==> src/mmc1_pkg.sv <==
// Shared types, codes and helper functions for the MMC1 bank mapper.
// Used by the channel interfaces and by every module of the mapper.
package mmc1_pkg;

	// Field widths.
	localparam int CMD_W   = 2;
	localparam int ADDR_W  = 16;
	localparam int DATA_W  = 8;
	localparam int TGT_W   = 2;
	localparam int MADDR_W = 18;
	localparam int MIRR_W  = 2;
	localparam int BANK_W  = 5;
	localparam int LAST_W  = 4;
	localparam int QDEPTH  = 2;
	localparam int QCNT_W  = $clog2(QDEPTH + 1);
	localparam int QPTR_W  = $clog2(QDEPTH);

	// Bus command codes.
	localparam logic [CMD_W-1:0] CMD_CPU_READ  = 2'd0;
	localparam logic [CMD_W-1:0] CMD_CPU_WRITE = 2'd1;
	localparam logic [CMD_W-1:0] CMD_PPU_READ  = 2'd2;
	localparam logic [CMD_W-1:0] CMD_PPU_WRITE = 2'd3;

	// Target memory codes.
	localparam logic [TGT_W-1:0] TGT_NONE    = 2'd0;
	localparam logic [TGT_W-1:0] TGT_PRG_ROM = 2'd1;
	localparam logic [TGT_W-1:0] TGT_PRG_RAM = 2'd2;
	localparam logic [TGT_W-1:0] TGT_CHR     = 2'd3;

	// CPU address windows.
	localparam logic [ADDR_W-1:0] RAM_BASE = 16'h6000;
	localparam logic [ADDR_W-1:0] ROM_BASE = 16'h8000;

	// Mapper register selected by address bits 14:13.
	localparam logic [1:0] REG_CONTROL = 2'd0;
	localparam logic [1:0] REG_CHR_LO  = 2'd1;
	localparam logic [1:0] REG_CHR_HI  = 2'd2;
	localparam logic [1:0] REG_PRG     = 2'd3;

	// PRG banking modes from control bits 3:2.
	localparam logic [1:0] PRG_MODE_32K_A  = 2'd0;
	localparam logic [1:0] PRG_MODE_32K_B  = 2'd1;
	localparam logic [1:0] PRG_MODE_FIX_LO = 2'd2;
	localparam logic [1:0] PRG_MODE_FIX_HI = 2'd3;

	// Register reset values and serial constants.
	localparam logic [BANK_W-1:0] SR_EMPTY       = 5'h10;
	localparam logic [BANK_W-1:0] CONTROL_RESET  = 5'h0C;
	localparam logic [BANK_W-1:0] PRG_MODE3_BITS = 5'h0C;
	localparam logic [LAST_W-1:0] LAST_RESET     = 4'hF;

	// Class of an access, decided by the front end.
	typedef enum logic [2:0] {
		CLS_NONE,
		CLS_CHR,
		CLS_RAM,
		CLS_ROM,
		CLS_SERIAL
	} mmc1_cls_t;

	// One classified access as it travels through the queue.
	typedef struct packed {
		mmc1_cls_t          cls;
		logic               wr;
		logic [ADDR_W-1:0]  address;
		logic [DATA_W-1:0]  data;
	} mmc1_op_t;

	// Control register mirroring bits to the iNES-style code.
	function automatic logic [MIRR_W-1:0] mirror_map(input logic [1:0] ctl);
		logic [MIRR_W-1:0] code;
		case (ctl)
			2'd0:    code = 2'd2;
			2'd1:    code = 2'd3;
			2'd2:    code = 2'd1;
			default: code = 2'd0;
		endcase
		return code;
	endfunction

endpackage

==> src/mmc1_if.sv <==
// Valid/ready channel interfaces for mapper requests and responses.
// Depends on mmc1_pkg for field widths.
interface mmc1_req_if;
	logic                           valid;
	logic                           ready;
	logic [mmc1_pkg::CMD_W-1:0]     cmd;
	logic [mmc1_pkg::ADDR_W-1:0]    address;
	logic [mmc1_pkg::DATA_W-1:0]    data;

	modport source (output valid, output cmd, output address, output data, input ready);
	modport sink (input valid, input cmd, input address, input data, output ready);
endinterface

interface mmc1_rsp_if;
	logic                           valid;
	logic                           ready;
	logic [mmc1_pkg::TGT_W-1:0]     target;
	logic [mmc1_pkg::MADDR_W-1:0]   mapped_address;
	logic                           write_enable;
	logic [mmc1_pkg::DATA_W-1:0]    write_data;
	logic [mmc1_pkg::MIRR_W-1:0]    mirroring;

	modport source (output valid, output target, output mapped_address, output write_enable,
		output write_data, output mirroring, input ready);
	modport sink (input valid, input target, input mapped_address, input write_enable,
		input write_data, input mirroring, output ready);
endinterface

==> src/mmc1_front.sv <==
// Front end: accepts bus accesses and classifies them by command and address.
// Depends on mmc1_pkg and the request interface.
module mmc1_front (
	mmc1_req_if.sink            req,
	output logic                push_valid,
	input  logic                push_ready,
	output mmc1_pkg::mmc1_op_t  push_op
);
	import mmc1_pkg::*;

	// The front end holds no state; a transaction passes when the queue has room.
	assign req.ready  = push_ready;
	assign push_valid = req.valid;

	// Classify the access so the back end only needs the mapper state.
	always_comb begin
		push_op.address = req.address;
		push_op.data    = req.data;
		push_op.wr      = 1'b0;
		if (req.cmd == CMD_PPU_READ || req.cmd == CMD_PPU_WRITE) begin
			push_op.cls = CLS_CHR;
			push_op.wr  = (req.cmd == CMD_PPU_WRITE);
		end else if (req.address < RAM_BASE) begin
			push_op.cls = CLS_NONE;
		end else if (req.address < ROM_BASE) begin
			push_op.cls = CLS_RAM;
			push_op.wr  = (req.cmd == CMD_CPU_WRITE);
		end else if (req.cmd == CMD_CPU_WRITE) begin
			push_op.cls = CLS_SERIAL;
			push_op.wr  = 1'b1;
		end else begin
			push_op.cls = CLS_ROM;
		end
	end

endmodule

==> src/mmc1_queue.sv <==
// Two-entry FIFO of classified accesses between the front and back ends.
// Depends on mmc1_pkg for the entry type and depth.
module mmc1_queue (
	input  logic                clk,
	input  logic                arst_n,
	input  logic                push_valid,
	output logic                push_ready,
	input  mmc1_pkg::mmc1_op_t  push_op,
	output logic                pop_valid,
	input  logic                pop_ready,
	output mmc1_pkg::mmc1_op_t  pop_op
);
	import mmc1_pkg::*;

	mmc1_op_t            entry_q [QDEPTH];
	logic [QPTR_W-1:0]   wr_ptr_q;
	logic [QPTR_W-1:0]   rd_ptr_q;
	logic [QCNT_W-1:0]   count_q;
	logic                push;
	logic                pop;

	assign push_ready = (count_q != QCNT_W'(QDEPTH));
	assign pop_valid  = (count_q != '0);
	assign pop_op     = entry_q[rd_ptr_q];
	assign push       = push_valid && push_ready;
	assign pop        = pop_valid && pop_ready;

	// Entry storage needs no reset.
	always_ff @(posedge clk) begin
		if (push) begin
			entry_q[wr_ptr_q] <= push_op;
		end
	end

	// Pointers and fill count.
	always_ff @(posedge clk or negedge arst_n) begin
		if (!arst_n) begin
			wr_ptr_q <= '0;
			rd_ptr_q <= '0;
			count_q  <= '0;
		end else begin
			if (push) begin
				wr_ptr_q <= wr_ptr_q + 1'b1;
			end
			if (pop) begin
				rd_ptr_q <= rd_ptr_q + 1'b1;
			end
			if (push && !pop) begin
				count_q <= count_q + 1'b1;
			end else if (pop && !push) begin
				count_q <= count_q - 1'b1;
			end
		end
	end

endmodule

==> src/mmc1_back.sv <==
// Back end: holds the mapper registers, runs the serial loader and translates
// addresses into a registered response. Depends on mmc1_pkg and the response interface.
module mmc1_back (
	input  logic                            clk,
	input  logic                            arst_n,
	input  logic                            cfg_we,
	input  logic [mmc1_pkg::LAST_W-1:0]     cfg_wdata,
	input  logic                            op_valid,
	output logic                            op_ready,
	input  mmc1_pkg::mmc1_op_t              op,
	mmc1_rsp_if.source                      rsp
);
	import mmc1_pkg::*;

	logic [LAST_W-1:0]   last_q;
	logic [BANK_W-1:0]   shift_q, control_q, chr_lo_q, chr_hi_q, prg_q;
	logic [MIRR_W-1:0]   mirror_q;
	logic [BANK_W-1:0]   shift_n, control_n, chr_lo_n, chr_hi_n, prg_n;
	logic [MIRR_W-1:0]   mirror_n;
	logic [BANK_W-1:0]   shifted;
	logic [1:0]          prg_mode;
	logic                upper;
	logic                take;

	logic [TGT_W-1:0]    tgt_c;
	logic [MADDR_W-1:0]  maddr_c;
	logic                we_c;
	logic [DATA_W-1:0]   wd_c;

	logic                valid_q;
	logic [TGT_W-1:0]    tgt_q;
	logic [MADDR_W-1:0]  maddr_q;
	logic                we_q;
	logic [DATA_W-1:0]   wd_q;
	logic [MIRR_W-1:0]   mirr_q;

	// Take the next transaction whenever the output register is free or draining.
	assign op_ready = !valid_q || rsp.ready;
	assign take     = op_valid && op_ready;
	assign prg_mode = control_q[3:2];
	assign upper    = op.address[15] && op.address[14];
	assign shifted  = {op.data[0], shift_q[BANK_W-1:1]};

	// Serial loader: next register values for a mapper register write.
	always_comb begin
		shift_n   = shift_q;
		control_n = control_q;
		chr_lo_n  = chr_lo_q;
		chr_hi_n  = chr_hi_q;
		prg_n     = prg_q;
		mirror_n  = mirror_q;
		if (op.cls == CLS_SERIAL) begin
			if (op.data[7]) begin
				control_n = control_q | PRG_MODE3_BITS;
				shift_n   = SR_EMPTY;
			end else if (shift_q[0]) begin
				shift_n = SR_EMPTY;
				case (op.address[14:13])
					REG_CONTROL: begin
						control_n = shifted;
						mirror_n  = mirror_map(shifted[1:0]);
					end
					REG_CHR_LO: chr_lo_n = shifted;
					REG_CHR_HI: chr_hi_n = shifted;
					default:    prg_n    = shifted;
				endcase
			end else begin
				shift_n = shifted;
			end
		end
	end

	// Address translation from the current register values.
	always_comb begin
		tgt_c   = TGT_NONE;
		maddr_c = '0;
		we_c    = 1'b0;
		wd_c    = '0;
		case (op.cls)
			CLS_CHR: begin
				tgt_c = TGT_CHR;
				if (!control_q[4]) begin
					maddr_c = {1'b0, chr_lo_q[4:1], op.address[12:0]};
				end else if (!op.address[12]) begin
					maddr_c = {1'b0, chr_lo_q, op.address[11:0]};
				end else begin
					maddr_c = {1'b0, chr_hi_q, op.address[11:0]};
				end
				we_c = op.wr;
				wd_c = op.wr ? op.data : '0;
			end
			CLS_RAM: begin
				// Bit 4 of the PRG register switches PRG RAM off.
				if (!prg_q[4]) begin
					tgt_c   = TGT_PRG_RAM;
					maddr_c = {5'b0, op.address[12:0]};
					we_c    = op.wr;
					wd_c    = op.wr ? op.data : '0;
				end
			end
			CLS_ROM: begin
				tgt_c = TGT_PRG_ROM;
				case (prg_mode) inside
					PRG_MODE_32K_A, PRG_MODE_32K_B:
						maddr_c = {prg_q[3:1], op.address[14:0]};
					PRG_MODE_FIX_LO:
						maddr_c = upper ? {prg_q[3:0], op.address[13:0]}
							: {4'b0, op.address[13:0]};
					default:
						maddr_c = upper ? {last_q, op.address[13:0]}
							: {prg_q[3:0], op.address[13:0]};
				endcase
			end
			default: begin
				tgt_c = TGT_NONE;
			end
		endcase
	end

	// Mapper registers and the configuration register.
	always_ff @(posedge clk or negedge arst_n) begin
		if (!arst_n) begin
			last_q    <= LAST_RESET;
			shift_q   <= SR_EMPTY;
			control_q <= CONTROL_RESET;
			chr_lo_q  <= '0;
			chr_hi_q  <= '0;
			prg_q     <= '0;
			mirror_q  <= '0;
		end else begin
			if (cfg_we) begin
				last_q <= cfg_wdata;
			end
			if (take) begin
				shift_q   <= shift_n;
				control_q <= control_n;
				chr_lo_q  <= chr_lo_n;
				chr_hi_q  <= chr_hi_n;
				prg_q     <= prg_n;
				mirror_q  <= mirror_n;
			end
		end
	end

	// Output valid flag.
	always_ff @(posedge clk or negedge arst_n) begin
		if (!arst_n) begin
			valid_q <= 1'b0;
		end else if (op_ready) begin
			valid_q <= op_valid;
		end
	end

	// Output payload register.
	always_ff @(posedge clk) begin
		if (take) begin
			tgt_q   <= tgt_c;
			maddr_q <= maddr_c;
			we_q    <= we_c;
			wd_q    <= wd_c;
			mirr_q  <= mirror_n;
		end
	end

	assign rsp.valid          = valid_q;
	assign rsp.target         = tgt_q;
	assign rsp.mapped_address = maddr_q;
	assign rsp.write_enable   = we_q;
	assign rsp.write_data     = wd_q;
	assign rsp.mirroring      = mirr_q;

endmodule

==> src/mmc1_bank_mapper_unit.sv <==
// MMC1 bank mapper: each request transaction is registered first in the two-entry
// queue and then in the back-end output register before its result appears.
// Throughput is one transaction per cycle while the response side is ready; the back end retires one per cycle.
// Reset is asynchronous and active low: queue and output empty, shift register
// empty, control 12, bank registers and mirroring 0, last PRG bank 15.
// Depends on mmc1_pkg, mmc1_if, mmc1_front, mmc1_queue and mmc1_back.
module mmc1_bank_mapper_unit (
	input  logic                            clk,
	input  logic                            arst_n,
	input  logic                            cfg_we,
	input  logic [mmc1_pkg::LAST_W-1:0]     cfg_wdata,
	mmc1_req_if.sink                        req,
	mmc1_rsp_if.source                      rsp
);
	import mmc1_pkg::*;

	logic      push_valid, push_ready;
	logic      pop_valid, pop_ready;
	mmc1_op_t  push_op, pop_op;

	// Classification of incoming transactions.
	mmc1_front u_front (
		.req        (req),
		.push_valid (push_valid),
		.push_ready (push_ready),
		.push_op    (push_op)
	);

	// Decoupling queue.
	mmc1_queue u_queue (
		.clk        (clk),
		.arst_n     (arst_n),
		.push_valid (push_valid),
		.push_ready (push_ready),
		.push_op    (push_op),
		.pop_valid  (pop_valid),
		.pop_ready  (pop_ready),
		.pop_op     (pop_op)
	);

	// Register state and translation.
	mmc1_back u_back (
		.clk       (clk),
		.arst_n    (arst_n),
		.cfg_we    (cfg_we),
		.cfg_wdata (cfg_wdata),
		.op_valid  (pop_valid),
		.op_ready  (pop_ready),
		.op        (pop_op),
		.rsp       (rsp)
	);

endmodule

==> src/flat_wrapper.sv <==
// flat-port wrapper written by rule: the top's interface ports become plain ports
module mmc1_bank_mapper_unit_flat import mmc1_pkg::*;
  (clk, arst_n, cfg_we, cfg_wdata, req_valid, req_cmd, req_address, req_data, req_ready, rsp_valid, rsp_target, rsp_mapped_address, rsp_write_enable, rsp_write_data, rsp_mirroring, rsp_ready);
  mmc1_req_if req_i ();
  mmc1_rsp_if rsp_i ();
  input  logic clk;
  input  logic arst_n;
  input  logic cfg_we;
  input  logic [mmc1_pkg::LAST_W-1:0] cfg_wdata;
  input wire logic [$bits(req_i.valid)-1:0] req_valid;
  input wire logic [$bits(req_i.cmd)-1:0] req_cmd;
  input wire logic [$bits(req_i.address)-1:0] req_address;
  input wire logic [$bits(req_i.data)-1:0] req_data;
  output wire logic [$bits(req_i.ready)-1:0] req_ready;
  output wire logic [$bits(rsp_i.valid)-1:0] rsp_valid;
  output wire logic [$bits(rsp_i.target)-1:0] rsp_target;
  output wire logic [$bits(rsp_i.mapped_address)-1:0] rsp_mapped_address;
  output wire logic [$bits(rsp_i.write_enable)-1:0] rsp_write_enable;
  output wire logic [$bits(rsp_i.write_data)-1:0] rsp_write_data;
  output wire logic [$bits(rsp_i.mirroring)-1:0] rsp_mirroring;
  input wire logic [$bits(rsp_i.ready)-1:0] rsp_ready;
  assign req_i.valid = req_valid;
  assign req_i.cmd = req_cmd;
  assign req_i.address = req_address;
  assign req_i.data = req_data;
  assign req_ready = req_i.ready;
  assign rsp_valid = rsp_i.valid;
  assign rsp_target = rsp_i.target;
  assign rsp_mapped_address = rsp_i.mapped_address;
  assign rsp_write_enable = rsp_i.write_enable;
  assign rsp_write_data = rsp_i.write_data;
  assign rsp_mirroring = rsp_i.mirroring;
  assign rsp_i.ready = rsp_ready;
  mmc1_bank_mapper_unit u_core (.clk(clk), .arst_n(arst_n), .cfg_we(cfg_we), .cfg_wdata(cfg_wdata), .req(req_i), .rsp(rsp_i));
endmodule
==> config.mk <==
export PLATFORM = sky130hd
export DESIGN_NAME = mmc1_bank_mapper_unit_flat
export DESIGN_NICKNAME = d
export VERILOG_FILES = /design/src/mmc1_pkg.sv /design/src/mmc1_if.sv /design/src/mmc1_front.sv /design/src/mmc1_queue.sv /design/src/mmc1_back.sv /design/src/mmc1_bank_mapper_unit.sv /design/src/flat_wrapper.sv
export SDC_FILE = /design/constraint.sdc
export NUM_CORES = 1
export LEC_CHECK = 0
export ABC_AREA = 1
export BUFFER_PORTS_ARGS = -buffer_cell sky130_fd_sc_hd__buf_2
export CAP_MARGIN = 20
export CELL_PAD_IN_SITES_DETAIL_PLACEMENT = 0
export CELL_PAD_IN_SITES_GLOBAL_PLACEMENT = 1
export CORE_MARGIN = 3
export CORE_UTILIZATION = 30
export DETAILED_ROUTE_END_ITERATION = 10
export HOLD_SLACK_MARGIN = 0.1
export PLACE_DENSITY_LB_ADDON = 0.1
export RECOVER_POWER = 50
export SLEW_MARGIN = 20
export SYNTH_ARGS = -nofsm -noshare
export SYNTH_HDL_FRONTEND = slang
export SYNTH_SLANG_ARGS = --single-unit
==> constraint.sdc <==
create_clock -name clk -period 4.1 [get_ports clk]
set_clock_uncertainty 0.15 [all_clocks]
set_input_delay 0.205 -clock clk [delete_from_list [all_inputs] [get_ports clk]]
set_output_delay 0.205 -clock clk [all_outputs]
set_load 0.05 [all_outputs]
==> results.sh, run 1 <==
export IMPL_status="finished, violations left"
export IMPL_violations="capacitance limit, slew limit"
export IMPL_cpPeakStageDelay_ns=1.51
export IMPL_placed_area_um2=5428
export IMPL_path_cells="dlygate4sd3_1 -> clkbuf_1 -> nor2_1 -> a21oi_4 -> clkbuf_1"
export IMPL_startpoint_type="primary input"
export IMPL_start_util=0.3121
export IMPL_synth_edf_count=87
export IMPL_clockBufferDepth=2
export IMPL_design_area_um2=6270
export IMPL_dieArea_um2=17670
export IMPL_cts_root_buf="clkbuf_16"
export IMPL_critPathKind="primary input to flop"
export IMPL_setup_viol_count_final=0
export IMPL_cp_slowest_cell="clkbuf_1"
export IMPL_yosys_area_top_type="edfxtp_1"
export IMPL_final_nets=557
export IMPL_die_w_um=132.9
export IMPL_worst_r2r_setup_slack_ns=1.38
export IMPL_drc_errors=0
export IMPL_swShare=0.3994
export IMPL_n_antenna_cell=0
export IMPL_p_int_mw=3.046
export IMPL_cap_violations=2
export IMPL_power_frac_comb=0.339
export IMPL_drt_iter0_markers=139
export IMPL_power_switching_mw=2.026
export IMPL_worst_hold_path_type="primary input to flop"
export IMPL_io_pins=68
export IMPL_cts_tree="yes"
export IMPL_syn_instance_count=399
export IMPL_synth_top_cell_area_share=0.5407
export IMPL_synthFlopType="edfxtp_1"
export IMPL_period_share=0.6638
export IMPL_hold_depth=5
export IMPL_antenna_found_initial=0
export IMPL_grt_pass1_vias=3421
export IMPL_synth_seq_cells=121
export IMPL_vias=3212
export IMPL_min_period_ns=2.722
export IMPL_rr_endpoint="u_core.u_back.rsp.target[0]"
export IMPL_drt_wl_total_um=10590
export IMPL_die_height_um=132.9
export IMPL_crit_top_cell="clkbuf_1"
export IMPL_ys_types=35
export IMPL_instances_no_fill=741
export IMPL_hp_start="req_valid"
export IMPL_grt_pass1_wl_um=17470
export IMPL_synthesis_area_um2=4832
export IMPL_rsz0062_at_grt="no"
export IMPL_drtAntennaViolNets=0
export IMPL_portBuffers=67
export IMPL_synthArstFlopShare=0.2810
export IMPL_core_area_um2=15480
export IMPL_synth_fp_nets=438
export IMPL_avgSynthCellArea_um2=12.11
export IMPL_nFillCells=1520
export IMPL_slew_violations=68
export IMPL_grt_max_degree=35
export IMPL_viasPerCell=4.335
export IMPL_dpl_hpwl_um=6851
export IMPL_crit_path_end_kind="flop"
export IMPL_fp_row_count=45
export IMPL_worstPathArrival_ns=2.55
export IMPL_dp_cells=673
export IMPL_powerDensity_nw_per_um2=809.0
export IMPL_area_delta_synth_final_pct=29.75
export IMPL_final_setup_tns_ns=0
export IMPL_grt_remaining_overflow=0
export IMPL_drive_above_1_share=0.1396
export IMPL_gp_congestion=0.6934
export IMPL_worst_pin_slew_ns=2.092
export IMPL_p_leak_nw=2.526
export IMPL_synth_area_leaders="edfxtp_1 (54%), dfrtp_1 (14%), nand2_1 (7.9%), dfstp_2 (3.8%), inv_1 (2.4%)"
export IMPL_hold_viol_final=0
export IMPL_clk_pin_slew_worst_paths_ns=0.05
export IMPL_yosys_warnings=0
export IMPL_htreeDepth=4
export IMPL_min_to="u_core.u_queue.wr_ptr_q"
export IMPL_reg2reg_from="u_core.u_back.rsp.valid"
export IMPL_clk_insertion_delay_late_ns=0.41
export IMPL_maxSlewHeadroom=-0.3946
export IMPL_wl_per_cell_um=14.29
export IMPL_yosysSeqAreaShare=0.7185
export IMPL_cp_data_required_time_ns=3.93
export IMPL_track_usage=0.1283
export IMPL_timing_fmax_mhz=367.4
export IMPL_numCtsBuffers=17
export IMPL_dr_pass1_iters=4
export IMPL_rr_worst_depth=4
export IMPL_seq_power_share=0.391
export IMPL_crit_fanout=32
export IMPL_cts_sinks=121
export IMPL_clkPwrFrac=0.270
export IMPL_ir_drop_v=0.0003186
cells by family after synthesis:
logic type,share of synthesized area
AND/OR/NAND/NOR,0.1429
flip-flops,0.7185
AO/OA/AOI/OAI,0.06474
buffers and inverters,0.03625
multiplexers,0.02175
adder cells (fa/ha/maj),0.01036
XOR/XNOR,0.005439
power groups by stage:
stage / combinational (mW) / sequential, mW / clock, mW
floorplan: 0.773 / 2.51 / 0
global placement: 1.78 / 1.99 / 0
detailed placement: 1.79 / 1.99 / 0
CTS: 1.82 / 1.98 / 1.41
global route: 1.90 / 2.03 / 1.48
finish: 1.72 / 1.98 / 1.37
registers in the layout (all words and copies together) (netlist names):
| register | count |
|---|---|
| u_core.u_back.chr_hi_q | 5 |
| u_core.u_back.chr_lo_q | 5 |
| u_core.u_back.control_q | 3 |
| u_core.u_back.last_q | 4 |
| u_core.u_back.mirror_q | 2 |
| u_core.u_back.prg_q | 5 |
| u_core.u_back.rsp.mapped_address | 18 |
| u_core.u_back.rsp.mirroring | 2 |
| u_core.u_back.rsp.target | 2 |
| u_core.u_back.rsp.valid | 1 |
| u_core.u_back.rsp.write_data | 8 |
| u_core.u_back.rsp.write_enable | 1 |
| u_core.u_back.shift_q | 5 |
| u_core.u_queue.count_q | 2 |
| u_core.u_queue.entry_q | 56 |
| u_core.u_queue.rd_ptr_q | 1 |
| u_core.u_queue.wr_ptr_q | 1 |
per-stage QoR:
step	hold WS [ns]	util	setup slack (ns)	total power, mW
after detailed placement	0.2176	0.3505	1.593	3.775
final	0.1241	0.4049	1.378	5.072
after global routing	0.1509	0.4049	1.117	5.408
after CTS	0.1212	0.4095	1.607	5.207
after floorplan	-0.2406	-	1.157	3.284
after global placement	0.2218	0.3505	1.725	3.775
layer usage:
| layer | GRT usage | vias to the layer above | part of all wire |
|---|---|---|---|
| li1 | - | 1598 | - |
| met1 | 0.1598 | 1525 | 0.47 |
| met2 | 0.2111 | 78 | 0.48 |
| met3 | 0.03536 | 11 | 0.037 |
| met4 | 0.05196 | 0 | 0.014 |
| met5 | 0 | - | 0 |
area by class of cell:
type / count / area, um2 / area share
sequential: 121 / 3472 / 0.5538
multi-input combinational: 236 / 1202 / 0.1918
timing repair buffer: 107 / 658.1 / 0.1050
clock buffer: 19 / 432.9 / 0.06905
tap: 211 / 264.0 / 0.04211
inverter: 35 / 131.4 / 0.02095
clock inverter: 12 / 108.9 / 0.01736
Yosys cell counts (2+ instances only):
master      n
o21ai_0    17
inv_1      31
inv_2       4
nor3_2      2
o21ai_1    18
buf_2       2
mux2_2      4
xor2_1      2
mux2i_1     6
nor2_1     29
nand3_2     3
o21ai_2     2
dfstp_2     7
ha_1        4
clkbuf_1    2
edfxtp_1   87
nand2_2     6
nand2_1   102
nand3_1    13
nor2_2      2
buf_4       2
a21oi_1    15
dfrtp_1    27
worst max path at each step:
stage,depth (start not counted),start,to
after floorplan,8,u_core.u_back.rsp.valid,u_core.u_queue.count_q[1]
after global placement,7,u_core.u_queue.rd_ptr_q,u_core.u_back.rsp.mapped_address[0]
after detailed placement,7,u_core.u_queue.rd_ptr_q,u_core.u_back.rsp.mapped_address[5]
after CTS,7,u_core.u_queue.rd_ptr_q,u_core.u_back.rsp.mapped_address[5]
after global routing,5,u_core.u_back.rsp.valid,u_core.u_queue.rd_ptr_q
final,5,rsp_ready,u_core.u_back.rsp.target[0]
worst max-delay path, delay by kind of cell:
family	cells	cell delay, ns
buffers and inverters	3	2.14
AOI/OAI and AO/OA	1	0.11
and+or+nand+nor	1	0.07
layout by cell type (no fill, tap or decap), types with 15 or more instances in the layout:
master         instances
a21oi_1               15
o21ai_1               18
nand2_1              102
clkbuf_1              56
dlygate4sd3_1         37
nor2_1                27
clkbuf_16             17
inv_1                 32
dfrtp_1               27
o21ai_0               17
edfxtp_1              87
what timing repair did:
action | 4_1_cts | 5_1_grt
hold buffers | 37 | 0
resized for setup | 0 | 0
buffers inserted | 0 | 0
hold endpoints to repair | 88 | 0
Power figures use the tool's default switching activity.
==> run 2: changes to the inputs <==
==> constraint.sdc (replaced) <==
create_clock -name clk -period 2.53 [get_ports clk]
set_clock_uncertainty 0.15 [all_clocks]
set_input_delay 0.1265 -clock clk [delete_from_list [all_inputs] [get_ports clk]]
set_output_delay 0.1265 -clock clk [all_outputs]
set_load 0.05 [all_outputs]
==> run 2 against run 1 <==
  * The flow now finishes without violations
  * Largest cell class unchanged
  * Cell count grew 0.67%
  * Critical path depth is 4 higher
  * Clock-buffer cell count shrank 2
  * Setup slack worse by 0.87 ns
==> results.sh, run 2 (synthesis results as in run 1) <==
export IMPL_drc_errors=0
export IMPL_startpoint_type="flop"
export IMPL_viasPerCell=4.259
export IMPL_p_leak_nw=2.578
export IMPL_cap_violations=0
export IMPL_rr_worst_depth=9
export IMPL_cpPeakStageDelay_ns=0.40
export IMPL_dr_pass1_iters=5
export IMPL_area_delta_synth_final_pct=32.11
export IMPL_worst_r2r_setup_slack_ns=0.51
export IMPL_min_period_ns=2.023
export IMPL_cts_tree="yes"
export IMPL_wl_per_cell_um=14.77
export IMPL_dieArea_um2=17670
export IMPL_drive_above_1_share=0.1514
export IMPL_die_height_um=132.9
export IMPL_crit_fanout=14
export IMPL_power_frac_comb=0.334
export IMPL_dpl_hpwl_um=7093
export IMPL_drtAntennaViolNets=0
export IMPL_fp_row_count=45
export IMPL_timing_fmax_mhz=494.4
export IMPL_n_antenna_cell=0
export IMPL_top_register="u_core.u_queue.entry_q"
export IMPL_worstPathArrival_ns=2.16
export IMPL_clkPwrFrac=0.292
export IMPL_grt_max_degree=35
export IMPL_cts_root_buf="clkbuf_16"
export IMPL_endpoint="u_core.u_back.chr_lo_q[4]"
export IMPL_gp_congestion=0.7302
export IMPL_antenna_found_initial=0
export IMPL_postCtsSetupBuffers=0
export IMPL_start_util=0.3121
export IMPL_drt_iter0_markers=142
export IMPL_final_nets=561
export IMPL_final_setup_tns_ns=0
export IMPL_cp_slowest_cell="dfrtp_1"
export IMPL_reg2reg_from="u_core.u_queue.rd_ptr_q"
export IMPL_dp_cells=676
export IMPL_cp_data_required_time_ns=2.67
export IMPL_crit_path_end_kind="flop"
export IMPL_power_switching_mw=3.444
export IMPL_worst_pin_slew_ns=0.9735
export IMPL_mostFrequentLayoutCells="nand2_1 (102), edfxtp_1 (87), clkbuf_1 (53)"
export IMPL_io_pins=68
export IMPL_seq_power_share=0.374
export IMPL_final_common_cell="nand2_1"
export IMPL_final_core_util=0.4123
export IMPL_track_usage=0.1331
export IMPL_die_w_um=132.9
export IMPL_core_area_um2=15480
export IMPL_slew_violations=0
export IMPL_swShare=0.4027
export IMPL_clk_insertion_delay_late_ns=0.42
export IMPL_period_share=0.7995
export IMPL_crit_top_cell="nand2_1"
export IMPL_powerDensity_nw_per_um2=1340
export IMPL_clockBufferDepth=2
export IMPL_numCtsBuffers=17
export IMPL_worst_hold_path_type="primary input to async pin"
export IMPL_p_int_mw=5.108
export IMPL_htreeDepth=4
export IMPL_clk_pin_slew_worst_paths_ns=0.06
export IMPL_grt_pass1_vias=3300
export IMPL_instances_no_fill=746
export IMPL_hold_viol_final=0
export IMPL_critPathKind="flop to flop"
export IMPL_cts_sinks=121
export IMPL_rr_endpoint="u_core.u_back.chr_lo_q[4]"
export IMPL_maxSlewHeadroom=0.3510
export IMPL_crit_start="u_core.u_queue.rd_ptr_q"
export IMPL_path_cells="buf_4 -> nand2_1 -> nand2_1 -> nor2_2 -> nand2_2 -> nor2_4 -> nand3_2 -> nand2_1 -> o21ai_1"
export IMPL_vias=3177
export IMPL_drt_wl_total_um=11020
export IMPL_grt_pass1_wl_um=17790
export IMPL_status="finished, final reports clean"
export IMPL_portBuffers=67
export IMPL_rsz0062_at_grt="no"
export IMPL_largest_reg_flops=56
export IMPL_ir_drop_v=0.0005586
export IMPL_grt_remaining_overflow=0
export IMPL_setup_viol_count_final=0
-- run 2: cell types whose count changed in the layout (fill, tap and decap cells not counted), moves of 4 or more --
cell,change
clkinv_4,+4
dfstp_2,-4
clkinv_1,-4
dfstp_1,+4
inv_6,+4
-- run 2: layer usage --
metal,track usage,vias to the layer above,wire length [um]
met2,0.2170,64,5384
met1,0.1674,1489,5068
met4,0.04157,0,95
met3,0.04525,9,468
li1,-,1615,-
met5,0,-,0
-- run 2: layout make-up --
type                       count  area [um2]
multi-input combinational    236        1210
timing repair buffer         111       690.7
inverter                      35       131.4
clock buffer                  17       425.4
sequential                   121        3472
fill                        1504        9100
tap                          211       264.0
clock inverter                15       190.2
-- run 2: worst min path at each step --
stage	from	endpoint	slack [ns]	depth (start not counted)
floorplan	arst_n	u_core.u_back.chr_hi_q[0]	-0.32	0
global placement	arst_n	u_core.u_back.chr_lo_q[4]	0.14	1
finish	arst_n	u_core.u_queue.rd_ptr_q	0.21	2
detailed placement	arst_n	u_core.u_back.chr_lo_q[3]	0.14	1
CTS	arst_n	u_core.u_queue.rd_ptr_q	0.24	2
global route	arst_n	u_core.u_queue.rd_ptr_q	0.27	2
-- run 2: worst max-delay path, delay by kind of cell, from the launching register on --
| family | cells | cell delay, ns |
|---|---|---|
| flip-flops | 1 | 0.40 |
| buffers and inverters | 1 | 0.19 |
| AO/OA/AOI/OAI | 1 | 0.06 |
| AND/OR/NAND/NOR | 7 | 1.08 |
-- run 2: through the flow --
stage | instance area [um2] | power, mW | worst slack, ns | hold WS (ns)
6_report | 6384 | 8.552 | 0.5072 | 0.2066
5_1_grt | 6384 | 9.082 | 0.2816 | 0.2727
3_3_place_gp | 5455 | 6.159 | 0.3261 | 0.1360
4_1_cts | 6451 | 8.761 | 0.2099 | 0.2384
3_5_place_dp | 5455 | 6.169 | 0.2220 | 0.1367
2_1_floorplan | 4845 | 5.332 | -0.02235 | -0.3191
-- run 2: what timing repair did --
| action | in CTS | in global routing |
|---|---|---|
| hold buffers | 38 | 0 |
| endpoints found under the setup margin | 0 | 5 |
| gates resized for setup | 0 | 1 |
| hold endpoints to repair | 89 | 0 |
-- run 2: power by group through the flow --
| stage | logic, mW | registers [mW] | clock network [mW] |
|---|---|---|---|
| after global routing | 3.14 | 3.27 | 2.68 |
| after floorplan | 1.27 | 4.06 | 0 |
| after detailed placement | 2.94 | 3.23 | 0 |
| after CTS | 3.00 | 3.20 | 2.56 |
| final | 2.86 | 3.20 | 2.50 |
| after global placement | 2.93 | 3.23 | 0 |
==> run 3: changes to the inputs <==
==> constraint.sdc (replaced) <==
create_clock -name clk -period 1.7 [get_ports clk]
set_clock_uncertainty 0.15 [all_clocks]
set_input_delay 0.085 -clock clk [delete_from_list [all_inputs] [get_ports clk]]
set_output_delay 0.085 -clock clk [all_outputs]
set_load 0.05 [all_outputs]
==> run 3 against run 2 <==
  * The flow now finishes with violations (setup timing)
  * Sequential power grew 50%
  * Global-route usage grew 0.42 points
  * Via count grew 7.9%
  * Design area grew 15%
  * Maximum frequency grew 9.9%
  * Total power grew 68%
  * Core utilization grew 6.1 points
  * First-iteration DRC count grew 17%
  * Critical path type unchanged
  * Largest power group is now combinational cells
==> results.sh, run 3 (synthesis results as in run 1) <==
export IMPL_wl_per_cell_um=14.65
export IMPL_worstPathArrival_ns=1.96
export IMPL_worst_hold_path_type="primary input to flop"
export IMPL_cp_data_required_time_ns=1.82
export IMPL_timing_fmax_mhz=543.1
export IMPL_dieArea_um2=17670
export IMPL_rr_worst_depth=8
export IMPL_ir_drop_v=0.0008285
export IMPL_hold_ws_ns=0.2437
export IMPL_portBuffers=67
export IMPL_die_w_um=132.9
export IMPL_p_int_mw=8.545
export IMPL_core_area_um2=15480
export IMPL_startpoint_type="flop"
export IMPL_rsz0062_at_grt="yes"
export IMPL_reg2reg_from="u_core.u_queue.rd_ptr_q"
export IMPL_fp_row_count=45
export IMPL_gp_congestion=0.7088
export IMPL_cap_violations=0
export IMPL_die_height_um=132.9
export IMPL_drtAntennaViolNets=0
export IMPL_dp_cells=707
export IMPL_cts_sinks=121
export IMPL_dpl_hpwl_um=7419
export IMPL_rr_endpoint="u_core.u_back.rsp.write_data[2]"
export IMPL_powerDensity_nw_per_um2=1966
export IMPL_htreeDepth=4
export IMPL_clkPwrFrac=0.233
export IMPL_period_share=1.083
export IMPL_instances_no_fill=799
export IMPL_setup_ws_ns=-0.1414
export IMPL_final_common_cell="edfxtp_1"
export IMPL_worst_r2r_setup_slack_ns=-0.14
export IMPL_grt_pass1_wl_um=18370
export IMPL_top_register="u_core.u_queue.entry_q"
export IMPL_area_delta_synth_final_pct=51.55
export IMPL_drt_wl_total_um=11700
export IMPL_final_core_util=0.4730
export IMPL_n_antenna_cell=0
export IMPL_start_util=0.3121
export IMPL_cts_tree="yes"
export IMPL_largest_reg_flops=56
export IMPL_p_leak_nw=2.982
export IMPL_hp_start="req_address[0]"
export IMPL_vias=3429
export IMPL_drt_iter0_markers=166
export IMPL_drc_errors=0
export IMPL_slew_violations=0
export IMPL_critPathKind="flop to flop"
export IMPL_clockBufferDepth=2
export IMPL_viasPerCell=4.292
export IMPL_power_frac_comb=0.434
export IMPL_grt_max_degree=35
export IMPL_dr_pass1_iters=4
export IMPL_ff_latch_area_um2=3475
export IMPL_io_pins=68
export IMPL_grt_remaining_overflow=0
export IMPL_setup_viol_count_final=53
export IMPL_violations="setup timing"
export IMPL_worst_pin_slew_ns=0.6184
export IMPL_clk_insertion_delay_late_ns=0.41
export IMPL_power_switching_mw=5.851
export IMPL_grt_pass1_vias=3554
export IMPL_status="finished, violations left"
export IMPL_crit_fanout=8
export IMPL_swShare=0.4064
export IMPL_numCtsBuffers=17
export IMPL_hold_depth=2
export IMPL_nFillCells=1435
export IMPL_antenna_found_initial=0
export IMPL_min_period_ns=1.841
export IMPL_cts_root_buf="clkbuf_16"
export IMPL_seq_power_share=0.333
export IMPL_maxSlewHeadroom=0.5895
export IMPL_hold_viol_final=0
export IMPL_multiInputGateArea_um2=1622
export IMPL_clk_pin_slew_worst_paths_ns=0.06
export IMPL_drive_above_1_share=0.3741
export IMPL_track_usage=0.1373
export IMPL_final_nets=614
export IMPL_mostFrequentLayoutCells="edfxtp_1 (87), nand2_1 (76), clkbuf_1 (39), dlygate4sd3_1 (39)"
export IMPL_crit_path_end_kind="flop"
export IMPL_min_to="u_core.u_queue.entry_q[1][8]"
[run 3: worst max-delay path: stages, from the launching register on]
cell and delay (ns):
dfrtp_2 0.49, inv_4 0.13, nand2_2 0.06, nand2_2 0.07, nand4_1 0.11, buf_4 0.16
o21ai_4 0.26, nand2_4 0.14, nor2_1 0.13
[run 3: worst max-delay path by stage]
stage	from	to	slack, ns	cells after the start
floorplan	u_core.u_back.rsp.valid	u_core.u_queue.count_q[1]	-0.53	8
global placement	u_core.u_queue.rd_ptr_q	u_core.u_back.rsp.mapped_address[0]	-0.45	6
detailed placement	u_core.u_queue.rd_ptr_q	u_core.u_back.rsp.mapped_address[10]	-0.47	6
CTS	u_core.u_queue.rd_ptr_q	u_core.u_back.rsp.mirroring[1]	-0.11	10
global route	u_core.u_queue.rd_ptr_q	u_core.u_back.rsp.write_data[2]	-0.24	8
finish	u_core.u_queue.rd_ptr_q	u_core.u_back.rsp.write_data[2]	-0.14	8
[run 3: area by class of cell]
class,instances,area share
clock buffers,18,0.05860
clock inverters,14,0.01709
inverters,35,0.01965
multi-input cells,240,0.2214
flip-flops and latches,121,0.4745
well taps,211,0.03605
repair buffers,160,0.1727
[run 3: routing by layer]
metal,part of all wire,GRT usage,up-vias
met4,0.014,0.05023,0
met3,0.042,0.04601,13
li1,-,-,1734
met5,0,0,-
met2,0.50,0.2291,68
met1,0.44,0.1654,1614
[run 3: power by group through the flow]
stage / logic [mW] / registers, mW / clock network (mW)
2_1_floorplan: 2.00 / 6.05 / 0
3_3_place_gp: 4.98 / 4.78 / 0
3_5_place_dp: 5.00 / 4.77 / 0
4_1_cts: 5.97 / 4.78 / 3.45
5_1_grt: 6.77 / 4.89 / 3.58
6_report: 6.25 / 4.79 / 3.36
[run 3: what timing repair did]
item / 4_1_cts / 5_1_grt
pin swaps: 19 / 18
buffers inserted: 10 / 8
resized for setup: 84 / 48
hold buffers: 39 / 0
cloned: 3 / 2
hold endpoints to repair: 97 / 0
setup endpoints to repair: 55 / 55
[run 3: per-stage QoR]
step	total power [mW]	cell area [um2]	TNS, ns	worst slack [ns]
global placement	9.758	5804	-14.11	-0.4452
CTS	14.20	7156	-2.695	-0.1145
global route	15.23	7323	-9.456	-0.2414
floorplan	8.045	4900	-34.58	-0.5277
finish	14.40	7323	-2.949	-0.1414
detailed placement	9.771	5804	-15.37	-0.4697
